<file path="src/hw/rtl/assert_macros.svh">
// assertion helpers, clocked on clk and held off while rst_n is low
`ifndef ASSERT_MACROS_SVH
`define ASSERT_MACROS_SVH

// same-cycle implication property
`define CSGDM_ASSERT_IMPL(lbl, pre, post, msg) \
  lbl: assert property (@(posedge clk) disable iff (!rst_n) (pre) |-> (post)) \
    else $error(msg);

// next-cycle implication property
`define CSGDM_ASSERT_NEXT(lbl, pre, post, msg) \
  lbl: assert property (@(posedge clk) disable iff (!rst_n) (pre) |=> (post)) \
    else $error(msg);

// at most one bit of a vector set
`define CSGDM_ASSERT_ONEHOT0(lbl, vec, msg) \
  lbl: assert property (@(posedge clk) disable iff (!rst_n) $onehot0(vec)) \
    else $error(msg);

`endif

</file>
<file path="src/hw/rtl/csgdm_pkg.sv">
`default_nettype none
package csgdm_pkg;

  // list sizing
  localparam int LIST_DEPTH = 16;
  localparam int TAG_BITS   = 16;
  localparam int MAX_OUT    = 32;

  localparam int DIST_W   = 32;
  localparam int TAG_W    = 16;
  localparam int TAG_KEEP = (TAG_BITS < TAG_W) ? TAG_BITS : TAG_W;
  localparam int IDX_W    = (LIST_DEPTH > 1) ? $clog2(LIST_DEPTH) : 1;
  localparam int CNT_W    = $clog2(LIST_DEPTH + 1);
  localparam int NOUT_W   = $clog2(MAX_OUT + 1);

  // input command codes
  typedef enum logic [1:0] {
    CMD_LOAD_FIRST  = 2'd0,
    CMD_LOAD_SECOND = 2'd1,
    CMD_RUN         = 2'd2,
    CMD_NONE        = 2'd3
  } csgdm_op_t;

  // one stored hit
  typedef struct packed {
    logic signed [DIST_W-1:0] distance;
    logic [TAG_KEEP-1:0]      tag;
  } csgdm_hit_t;

  // controller to datapath
  typedef struct packed {
    logic load_first;
    logic load_second;
    logic start;
    logic step;
    logic finish;
  } csgdm_cmd_t;

  // datapath to controller
  typedef struct packed {
    logic done;
    logic stall;
    logic out_busy;
  } csgdm_stat_t;

endpackage
`default_nettype wire

</file>
<file path="src/hw/rtl/csgdm_in_if.sv">
`default_nettype none
interface csgdm_in_if;
  logic        valid;
  logic        ready;
  logic [1:0]  command;
  logic signed [31:0] hit_distance;
  logic [15:0] hit_tag;

  modport source (output valid, output command, output hit_distance, output hit_tag,
                  input ready);
  modport sink   (input valid, input command, input hit_distance, input hit_tag,
                  output ready);
endinterface
`default_nettype wire

</file>
<file path="src/hw/rtl/csgdm_out_if.sv">
`default_nettype none
interface csgdm_out_if;
  logic        valid;
  logic        ready;
  logic signed [31:0] out_distance;
  logic [15:0] out_tag;
  logic        hit_valid;
  logic        overflow_seen;
  logic        last_item;

  modport source (output valid, output out_distance, output out_tag, output hit_valid,
                  output overflow_seen, output last_item, input ready);
  modport sink   (input valid, input out_distance, input out_tag, input hit_valid,
                  input overflow_seen, input last_item, output ready);
endinterface
`default_nettype wire

</file>
<file path="src/hw/rtl/csgdm_ctrl.sv">
`default_nettype none
module csgdm_ctrl
  import csgdm_pkg::*;
(
  input  wire logic        clk,
  input  wire logic        rst_n,
  input  wire logic        in_valid,
  input  wire logic [1:0]  in_command,
  output logic             in_ready,
  input  wire csgdm_stat_t stat,
  output csgdm_cmd_t       cmd
);

  typedef enum logic [1:0] {
    ST_IDLE,
    ST_READ,
    ST_MERGE,
    ST_FINISH
  } state_t;

  state_t state_r, state_nxt;
  logic   in_ready_r;
  logic   accept;

  assign in_ready = in_ready_r;
  assign accept   = in_valid && in_ready_r;

  // command decode
  always_comb begin
    cmd = '0;
    if (accept) begin
      case (in_command)
        CMD_LOAD_FIRST:  cmd.load_first  = 1'b1;
        CMD_LOAD_SECOND: cmd.load_second = 1'b1;
        CMD_RUN:         cmd.start       = 1'b1;
        default:         cmd             = '0;
      endcase
    end
    cmd.step   = (state_r == ST_MERGE) && !stat.done && !stat.stall;
    cmd.finish = (state_r == ST_FINISH) && !stat.out_busy;
  end

  // next state
  always_comb begin
    state_nxt = state_r;
    case (state_r)
      ST_IDLE:   if (cmd.start) state_nxt = ST_READ;
      ST_READ:   state_nxt = ST_MERGE;
      ST_MERGE: begin
        if (stat.done) state_nxt = ST_FINISH;
        else if (!stat.stall) state_nxt = ST_READ;
      end
      ST_FINISH: if (!stat.out_busy) state_nxt = ST_IDLE;
      default:   state_nxt = ST_IDLE;
    endcase
  end

  // state and registered ready
  always_ff @(posedge clk) begin
    if (!rst_n) begin
      state_r    <= ST_IDLE;
      in_ready_r <= 1'b1;
    end else begin
      state_r    <= state_nxt;
      in_ready_r <= (state_nxt == ST_IDLE);
    end
  end

endmodule
`default_nettype wire

</file>
<file path="src/hw/rtl/csgdm_datapath.sv">
`default_nettype none
module csgdm_datapath
  import csgdm_pkg::*;
(
  input  wire logic              clk,
  input  wire logic              rst_n,
  input  wire logic signed [DIST_W-1:0] in_hit_distance,
  input  wire logic [TAG_W-1:0]  in_hit_tag,
  input  wire csgdm_cmd_t        cmd,
  output csgdm_stat_t            stat,
  csgdm_out_if.source            out_ch
);

  // hit list memories
  csgdm_hit_t mem_a [LIST_DEPTH];
  csgdm_hit_t mem_b [LIST_DEPTH];

  logic [CNT_W-1:0]  cnt_a_r, cnt_b_r, a_r, b_r;
  logic              ovf_r;
  csgdm_hit_t        rd_a_r, rd_b_r, hold_r, wr_hit, cur;
  logic              hold_v_r;
  logic              in_first_r, in_second_r, inside_r;
  logic [NOUT_W-1:0] n_r;

  logic              out_valid_r, out_hit_valid_r, out_ovf_r, out_last_r;
  logic signed [DIST_W-1:0] out_dist_r;
  logic [TAG_KEEP-1:0]      out_tag_r;

  logic a_more, b_more, take_a, take_b, nf, ns, now, emit, push, out_busy;

  assign wr_hit.distance = in_hit_distance;
  assign wr_hit.tag      = in_hit_tag[TAG_KEEP-1:0];

  // list writes and registered reads
  always_ff @(posedge clk) begin
    if (cmd.load_first && (cnt_a_r < CNT_W'(LIST_DEPTH)))
      mem_a[cnt_a_r[IDX_W-1:0]] <= wr_hit;
    if (cmd.load_second && (cnt_b_r < CNT_W'(LIST_DEPTH)))
      mem_b[cnt_b_r[IDX_W-1:0]] <= wr_hit;
    rd_a_r <= mem_a[a_r[IDX_W-1:0]];
    rd_b_r <= mem_b[b_r[IDX_W-1:0]];
  end

  // merge step decision
  always_comb begin
    a_more = a_r < cnt_a_r;
    b_more = b_r < cnt_b_r;
    take_a = a_more && (!b_more || (rd_a_r.distance <= rd_b_r.distance));
    take_b = b_more && (!a_more || (rd_b_r.distance <= rd_a_r.distance));
    cur    = take_a ? rd_a_r : rd_b_r;
    nf     = in_first_r ^ take_a;
    ns     = in_second_r ^ take_b;
    now    = nf && !ns;
    emit   = (now != inside_r) && (n_r < NOUT_W'(MAX_OUT));
    push   = emit && hold_v_r;
  end

  assign out_busy      = out_valid_r && !out_ch.ready;
  assign stat.done     = !a_more && !b_more;
  assign stat.stall    = push && out_busy;
  assign stat.out_busy = out_busy;

  // counts, overflow and merge state
  always_ff @(posedge clk) begin
    if (!rst_n) begin
      cnt_a_r     <= '0;
      cnt_b_r     <= '0;
      ovf_r       <= 1'b0;
      a_r         <= '0;
      b_r         <= '0;
      in_first_r  <= 1'b0;
      in_second_r <= 1'b0;
      inside_r    <= 1'b0;
      n_r         <= '0;
      hold_v_r    <= 1'b0;
    end else begin
      if (cmd.load_first) begin
        if (cnt_a_r < CNT_W'(LIST_DEPTH)) cnt_a_r <= cnt_a_r + 1'b1;
        else ovf_r <= 1'b1;
      end
      if (cmd.load_second) begin
        if (cnt_b_r < CNT_W'(LIST_DEPTH)) cnt_b_r <= cnt_b_r + 1'b1;
        else ovf_r <= 1'b1;
      end
      if (cmd.start) begin
        a_r         <= '0;
        b_r         <= '0;
        in_first_r  <= 1'b0;
        in_second_r <= 1'b0;
        inside_r    <= 1'b0;
        n_r         <= '0;
        hold_v_r    <= 1'b0;
      end
      if (cmd.step) begin
        if (take_a) a_r <= a_r + 1'b1;
        if (take_b) b_r <= b_r + 1'b1;
        in_first_r  <= nf;
        in_second_r <= ns;
        if (now != inside_r) inside_r <= now;
        if (emit) begin
          n_r      <= n_r + 1'b1;
          hold_v_r <= 1'b1;
        end
      end
      if (cmd.finish) begin
        cnt_a_r  <= '0;
        cnt_b_r  <= '0;
        ovf_r    <= 1'b0;
        hold_v_r <= 1'b0;
      end
    end
  end

  // held boundary hit, one behind so the final one can carry last
  always_ff @(posedge clk) begin
    if (cmd.step && emit) hold_r <= cur;
  end

  // output register
  always_ff @(posedge clk) begin
    if (!rst_n) begin
      out_valid_r <= 1'b0;
    end else if ((cmd.step && push) || cmd.finish) begin
      out_valid_r <= 1'b1;
    end else if (out_ch.ready) begin
      out_valid_r <= 1'b0;
    end
  end

  always_ff @(posedge clk) begin
    if (cmd.step && push) begin
      out_dist_r      <= hold_r.distance;
      out_tag_r       <= hold_r.tag;
      out_hit_valid_r <= 1'b1;
      out_ovf_r       <= ovf_r;
      out_last_r      <= 1'b0;
    end else if (cmd.finish) begin
      out_dist_r      <= hold_v_r ? hold_r.distance : '0;
      out_tag_r       <= hold_v_r ? hold_r.tag : '0;
      out_hit_valid_r <= hold_v_r;
      out_ovf_r       <= ovf_r;
      out_last_r      <= 1'b1;
    end
  end

  assign out_ch.valid         = out_valid_r;
  assign out_ch.out_distance  = out_dist_r;
  assign out_ch.out_tag       = TAG_W'(out_tag_r);
  assign out_ch.hit_valid     = out_hit_valid_r;
  assign out_ch.overflow_seen = out_ovf_r;
  assign out_ch.last_item     = out_last_r;

endmodule
`default_nettype wire

</file>
<file path="src/hw/rtl/csg_difference_hit_merge.sv">
// CSG difference merge of two depth-sorted ray hit lists.
// in_ch carries command, hit_distance and hit_tag. Command 0 appends a hit
// to the first list, 1 to the second, 2 starts a merge, 3 is ignored.
// A load into a full list is dropped and sets the overflow flag reported on
// every beat of the next run.
// A run reads both list memories; each step is a read state then a compare
// state and takes the nearer hit, or one hit from each list on equal distance.
// Each list has a single registered read port.
// out_ch beats come from one output register. Each beat is a boundary hit of
// the difference; the final beat of a run has last_item set. A run with no
// boundary gives one beat with hit_valid low. After a run both lists and the
// overflow flag are clear.
// in_ch.ready is high only between runs; loads are taken even while a beat
// waits on out_ch. When out_ch stalls, the merge holds its step until the
// output register is free; no beat is lost.
// rst_n is synchronous and active low: lists empty, flag clear, no beat.
`default_nettype none
`include "assert_macros.svh"
module csg_difference_hit_merge
  import csgdm_pkg::*;
(
  input  wire logic   clk,
  input  wire logic   rst_n,
  csgdm_in_if.sink    in_ch,
  csgdm_out_if.source out_ch
);

  csgdm_cmd_t  cmd;
  csgdm_stat_t stat;
  logic        in_ready;

  assign in_ch.ready = in_ready;

  // sequencer
  csgdm_ctrl u_ctrl (
    .clk        (clk),
    .rst_n      (rst_n),
    .in_valid   (in_ch.valid),
    .in_command (in_ch.command),
    .in_ready   (in_ready),
    .stat       (stat),
    .cmd        (cmd)
  );

  // lists, merge state and output register
  csgdm_datapath u_dp (
    .clk             (clk),
    .rst_n           (rst_n),
    .in_hit_distance (in_ch.hit_distance),
    .in_hit_tag      (in_ch.hit_tag),
    .cmd             (cmd),
    .stat            (stat),
    .out_ch          (out_ch)
  );

  // checks
  `CSGDM_ASSERT_ONEHOT0(a_cmd_onehot,
    {cmd.load_first, cmd.load_second, cmd.start, cmd.step, cmd.finish},
    "more than one datapath command at once")
  `CSGDM_ASSERT_IMPL(a_step_not_ready, cmd.step || cmd.finish, !in_ch.ready,
    "input ready during a run")
  `CSGDM_ASSERT_NEXT(a_finish_last, cmd.finish, out_ch.valid && out_ch.last_item,
    "run finish did not present a last beat")
  `CSGDM_ASSERT_IMPL(a_stall_busy, stat.stall, out_ch.valid && !out_ch.ready,
    "merge stalled with output free")

endmodule
`default_nettype wire

</file>
<file path="src/flat_wrapper.sv">
// flat-port wrapper written by rule: the top's interface ports become plain ports
module csg_difference_hit_merge_flat import csgdm_pkg::*;
  (clk, rst_n, in_ch_valid, in_ch_command, in_ch_hit_distance, in_ch_hit_tag, in_ch_ready, out_ch_valid, out_ch_out_distance, out_ch_out_tag, out_ch_hit_valid, out_ch_overflow_seen, out_ch_last_item, out_ch_ready);
  csgdm_in_if in_ch_i ();
  csgdm_out_if out_ch_i ();
  input  wire logic clk;
  input  wire logic rst_n;
  input wire logic [$bits(in_ch_i.valid)-1:0] in_ch_valid;
  input wire logic [$bits(in_ch_i.command)-1:0] in_ch_command;
  input wire logic [$bits(in_ch_i.hit_distance)-1:0] in_ch_hit_distance;
  input wire logic [$bits(in_ch_i.hit_tag)-1:0] in_ch_hit_tag;
  output wire logic [$bits(in_ch_i.ready)-1:0] in_ch_ready;
  output wire logic [$bits(out_ch_i.valid)-1:0] out_ch_valid;
  output wire logic [$bits(out_ch_i.out_distance)-1:0] out_ch_out_distance;
  output wire logic [$bits(out_ch_i.out_tag)-1:0] out_ch_out_tag;
  output wire logic [$bits(out_ch_i.hit_valid)-1:0] out_ch_hit_valid;
  output wire logic [$bits(out_ch_i.overflow_seen)-1:0] out_ch_overflow_seen;
  output wire logic [$bits(out_ch_i.last_item)-1:0] out_ch_last_item;
  input wire logic [$bits(out_ch_i.ready)-1:0] out_ch_ready;
  assign in_ch_i.valid = in_ch_valid;
  assign in_ch_i.command = in_ch_command;
  assign in_ch_i.hit_distance = in_ch_hit_distance;
  assign in_ch_i.hit_tag = in_ch_hit_tag;
  assign in_ch_ready = in_ch_i.ready;
  assign out_ch_valid = out_ch_i.valid;
  assign out_ch_out_distance = out_ch_i.out_distance;
  assign out_ch_out_tag = out_ch_i.out_tag;
  assign out_ch_hit_valid = out_ch_i.hit_valid;
  assign out_ch_overflow_seen = out_ch_i.overflow_seen;
  assign out_ch_last_item = out_ch_i.last_item;
  assign out_ch_i.ready = out_ch_ready;
  csg_difference_hit_merge u_core (.clk(clk), .rst_n(rst_n), .in_ch(in_ch_i), .out_ch(out_ch_i));
endmodule
</file>
<file path="config.mk">
export PLATFORM = sky130hd
export DESIGN_NAME = csg_difference_hit_merge_flat
export DESIGN_NICKNAME = d
export VERILOG_FILES = /design/src/hw/rtl/csgdm_pkg.sv /design/src/hw/rtl/csgdm_in_if.sv /design/src/hw/rtl/csgdm_out_if.sv /design/src/hw/rtl/csgdm_ctrl.sv /design/src/hw/rtl/csgdm_datapath.sv /design/src/hw/rtl/csg_difference_hit_merge.sv /design/src/flat_wrapper.sv
export VERILOG_INCLUDE_DIRS = /design/src /design/src/hw/rtl
export SDC_FILE = /design/constraint.sdc
export NUM_CORES = 2
export LEC_CHECK = 0
export BUFFER_PORTS_ARGS = -buffer_cell sky130_fd_sc_hd__buf_4
export CAP_MARGIN = 20
export CORE_AREA = 2 2 424 321
export CTS_CLUSTER_SIZE = 25
export DETAILED_ROUTE_END_ITERATION = 7
export DIE_AREA = 0 0 426 323
export GPL_TIMING_DRIVEN = 1
export PLACE_DENSITY = 0.73
export SLEW_MARGIN = 20
export SYNTH_ARGS = -nofsm -noshare
export SYNTH_HDL_FRONTEND = slang
export SYNTH_SLANG_ARGS = --single-unit
</file>
<file path="constraint.sdc">
create_clock -name clk -period 5.89 [get_ports clk]
set_input_delay 0.2945 -clock clk [delete_from_list [all_inputs] [get_ports clk]]
set_output_delay 0.2945 -clock clk [all_outputs]
set_load 0.01 [all_outputs]
</file>
==> summary.txt <==
Outcome
  • Status: complete, no violations

Logic synthesis
  • Gate count after technology mapping: 2860
  • Post-synth ARST share: 0
  • Post-synth EDFFs: 1633
  • Yosys reg bits: 1766
  • Seq/Total Area, Yosys: 0.780
  • Ys Warns: 0
  • Post-synth top area cell: edfxtp_1
  • Mean Syn Cell Area: 23.2 um^2
  • Synth top area share: 0.740
  • Net Count, Synth: 2965
  • Synth top area cells: edfxtp_1 74%, mux4_2 16%, dfxtp_1 4.0%
  • Cell area after synthesis: 66300 um^2
  • Main synth FF type: edfxtp_1
  • Library cells used by synthesis: 59

Clock network
  • CTS H-tree lvls: 4
  • Num CTS Buffers: 159
  • Setup repair bufs after CTS: 0
  • CTS tree: built
  • Clock transition at path regs: 0.07 ns
  • Clk Latency, worst-skew pair: 0.81 ns
  • Root Buffer: clkbuf_16
  • Clock sinks: 1766
  • CTS max path bufs: 3

Worst setup path
  • Critical path peak fanout: 49
  • R2R setup slack: 1.13 ns
  • Worst r2r src: u_core.u_dp.rd_a_r[30]
  • Required @ worst endpoint: 6.30 ns
  • Startpoint types: register
  • Worst reg2reg path depth: 13
  • Worst setup path category: register to register
  • Crit end category: register
  • Arrival time at the worst endpoint: 5.17 ns
  • Reg2reg end: u_core.u_dp.out_ch.out_tag[10]

Hold path
  • WHS Path Cells: 4
  • Hold crit path type: input port to register
  • Hold_sp: in_ch_valid
  • Endpoint with the worst hold slack: u_core.u_dp.n_r[3]

Timing
  • Hold WS: 0.133 ns
  • Slew Viols, Final: 0
  • FMAX: 210 MHz
  • Tmin final: 4.76 ns
  • Post-Route Skew: 0.0365 ns
  • Max-Slew Margin vs Limit: 0.233
  • Fin crit share: 0.808
  • Fin Setup TNS: 0 ns
  • Setup violations, final: 0
  • Least-Margin Pin Slew: 1.15 ns
  • Hold Vio Cnt, Final: 0
  • RSZ-0062 raised after global routing: false

Global routing
  • First-pass GRT wire length: 226 mm
  • Grt total ovfl: 0
  • Busiest grt layer: met2
  • GR Util met1: 0.345
  • Vias in the first global route: 31228
  • Met2 Usage GRT: 0.352
  • Largest net degree at the start of global routing: 144
  • GRT met3 Usage: 0.0528
  • Initial antenna violation count: 7
  • GR Util All Layers: 0.232

Route
  • Post-Route WL: 158 mm
  • Antenna-violating nets left: 0
  • DRT iter0 DRCs: 4588
  • DRT Pass-1 Iters: 6
  • Vias per std cell: 6.22
  • Via count: 31396
  • Routed len/inst: 31.3 um
  • # DRC: 0

Floorplan
  • Starting Density: 0.494
  • Die Y: 323 um
  • Die W: 426 um
  • Die ar.: 138000 um^2
  • # rows: 117
  • Core area: 134000 um^2
  • I/O pins: 107

Finish
  • Most frequent cells in the layout: 1633 x edfxtp_1, 480 x mux4_2, 164 x buf_4
  • Area growth from synthesis to layout: 14.0%
  • Design area: 75500 um^2
  • Final Core Density: 0.563
  • Layout cell share with drive strength beyond 1: 0.304
  • Final nets: 3226
  • Fillers: 9565
  • Most common cell after layout, fill and taps aside: edfxtp_1

Power and ir drop
  • Total power divided by cell area: 325 nW/um^2
  • P_leak: 23.5 nW
  • Peak VDD IR: 0.325 mV

Run
  • Max-cap viol count: 0

Place
  • PortBufs: 106
  • Area after DPL: 69700 um^2
  • Placed wire-length estimate: 81.4 mm
  • RD Place Congestion: 0.803
## power breakdown
part           internal [W]  total (W)  switching, W
clock network       0.00577     0.0104       0.00459
logic              0.000149   0.000438      0.000289
registers            0.0137     0.0138     0.0000234
total                0.0196     0.0245       0.00491
## synthesized netlist by cell type (2+ instances only)
cell      number
edfxtp_1    1633
mux4_2       480
dfxtp_1      133
clkbuf_1      95
nor2_1        53
ha_1          51
and2_1        50
inv_1         49
mux2_2        48
nand2_1       46
buf_1         31
a21oi_1       28
nand3_1       20
nor3_1        17
nand4_1       13
o21ai_0       13
a31oi_1        9
o211ai_1       9
a21o_1         7
xnor2_1        7
nor2b_1        6
a211oi_1       5
mux2i_1        4
nand3b_1       4
and3_1         3
or3_1          3
a21boi_0       2
and4_1         2
buf_2          2
clkinv_1       2
nand4b_1       2
nor3b_1        2
nor4_1         2
o31ai_1        2
or4_1          2
xor2_1         2
## repair_timing
item                                    CTS  global route
hold buffers                             53             0
resized for setup                         0             0
endpoints found under the hold margin  1547             0
## critical path, stage by stage, from the launching register on
cell and delay [ns]:
dfxtp_1 0.34, inv_1 0.05, ha_1 0.32, nand4_1 0.21
nor3_1 0.61, a21bo_2 0.31, o211ai_1 0.25, a211oi_1 0.24
or3_4 0.43, and3_1 0.19, or3_1 0.50, clkinv_2 0.09
nand2_1 0.10, nand2_4 0.67
## through the flow
stage	total power (W)	setup slack (ns)	std cells
4_1_cts	0.0247	1.11	5043
6_report	0.0245	1.13	5047
3_5_place_dp	0.0144	1.16	4690
2_1_floorplan	0.0142	0.438	2860
5_1_grt	0.0252	1.02	5046
3_3_place_gp	0.0144	1.33	4689
## cell families after synthesis
kind of cell | synth area share
compound gates | 0.00874
xor+xnor | 0.00119
fa+ha+maj | 0.00963
buf+inv | 0.0104
flops | 0.780
mux | 0.172
simple gates | 0.0181
## registers in the layout, summed over array words and instances (netlist names)
register and flops:
u_core.u_dp.mem_b 768, u_core.u_dp.out_ch.out_distance 32, u_core.u_dp.inside_r 1, u_core.u_dp.out_ch.last_item 1, u_core.u_dp.hold_r 48, u_core.u_ctrl.in_ready 1
u_core.u_dp.out_ch.valid 1, u_core.u_dp.n_r 6, u_core.u_dp.out_ch.out_tag 16, u_core.u_dp.in_second_r 1, u_core.u_dp.ovf_r 1, u_core.u_dp.out_ch.overflow_seen 1
u_core.u_dp.out_ch.hit_valid 1, u_core.u_dp.rd_a_r 48, u_core.u_dp.mem_a 768, u_core.u_dp.rd_b_r 48, u_core.u_ctrl.state_r 2, u_core.u_dp.cnt_b_r 5
u_core.u_dp.cnt_a_r 5, u_core.u_dp.b_r 5, u_core.u_dp.in_first_r 1, u_core.u_dp.hold_v_r 1, u_core.u_dp.a_r 5
## metal layers
metal  vias to the layer above  wire (um)  share of wire
met5                         -         34        0.00021
met4                         6       3310          0.021
met3                       267      16400           0.10
met2                      1922      73900           0.47
met1                     16639      64500           0.41
li1                      12562          -              -
## worst max-delay path by stage
stage                                 from                            endpoint  cells after the start
floorplan           u_core.u_dp.cnt_b_r[2]  u_core.u_dp.out_ch.out_distance[0]                     14
global placement    u_core.u_dp.rd_a_r[29]      u_core.u_dp.out_ch.out_tag[11]                     13
detailed placement  u_core.u_dp.rd_a_r[30]      u_core.u_dp.out_ch.out_tag[12]                     13
CTS                 u_core.u_dp.rd_a_r[30]  u_core.u_dp.out_ch.out_distance[9]                     13
global route        u_core.u_dp.rd_a_r[30]       u_core.u_dp.out_ch.out_tag[9]                     13
finish              u_core.u_dp.rd_a_r[30]      u_core.u_dp.out_ch.out_tag[10]                     13
## area by class of cell
type | count | area [um^2] | area share
Antenna cell | 2 | 5.00 | 0.0000663
Clock buffer | 226 | 4400 | 0.0583
Clock inverter | 74 | 817 | 0.0108
Inverter | 51 | 195 | 0.00258
Multi-Input combinational cell | 913 | 14100 | 0.187
Sequential cell | 1766 | 51700 | 0.685
Tap cell | 1785 | 2230 | 0.0296
Timing Repair Buffer | 230 | 2030 | 0.0269
Power figures use the tool's default switching activity.
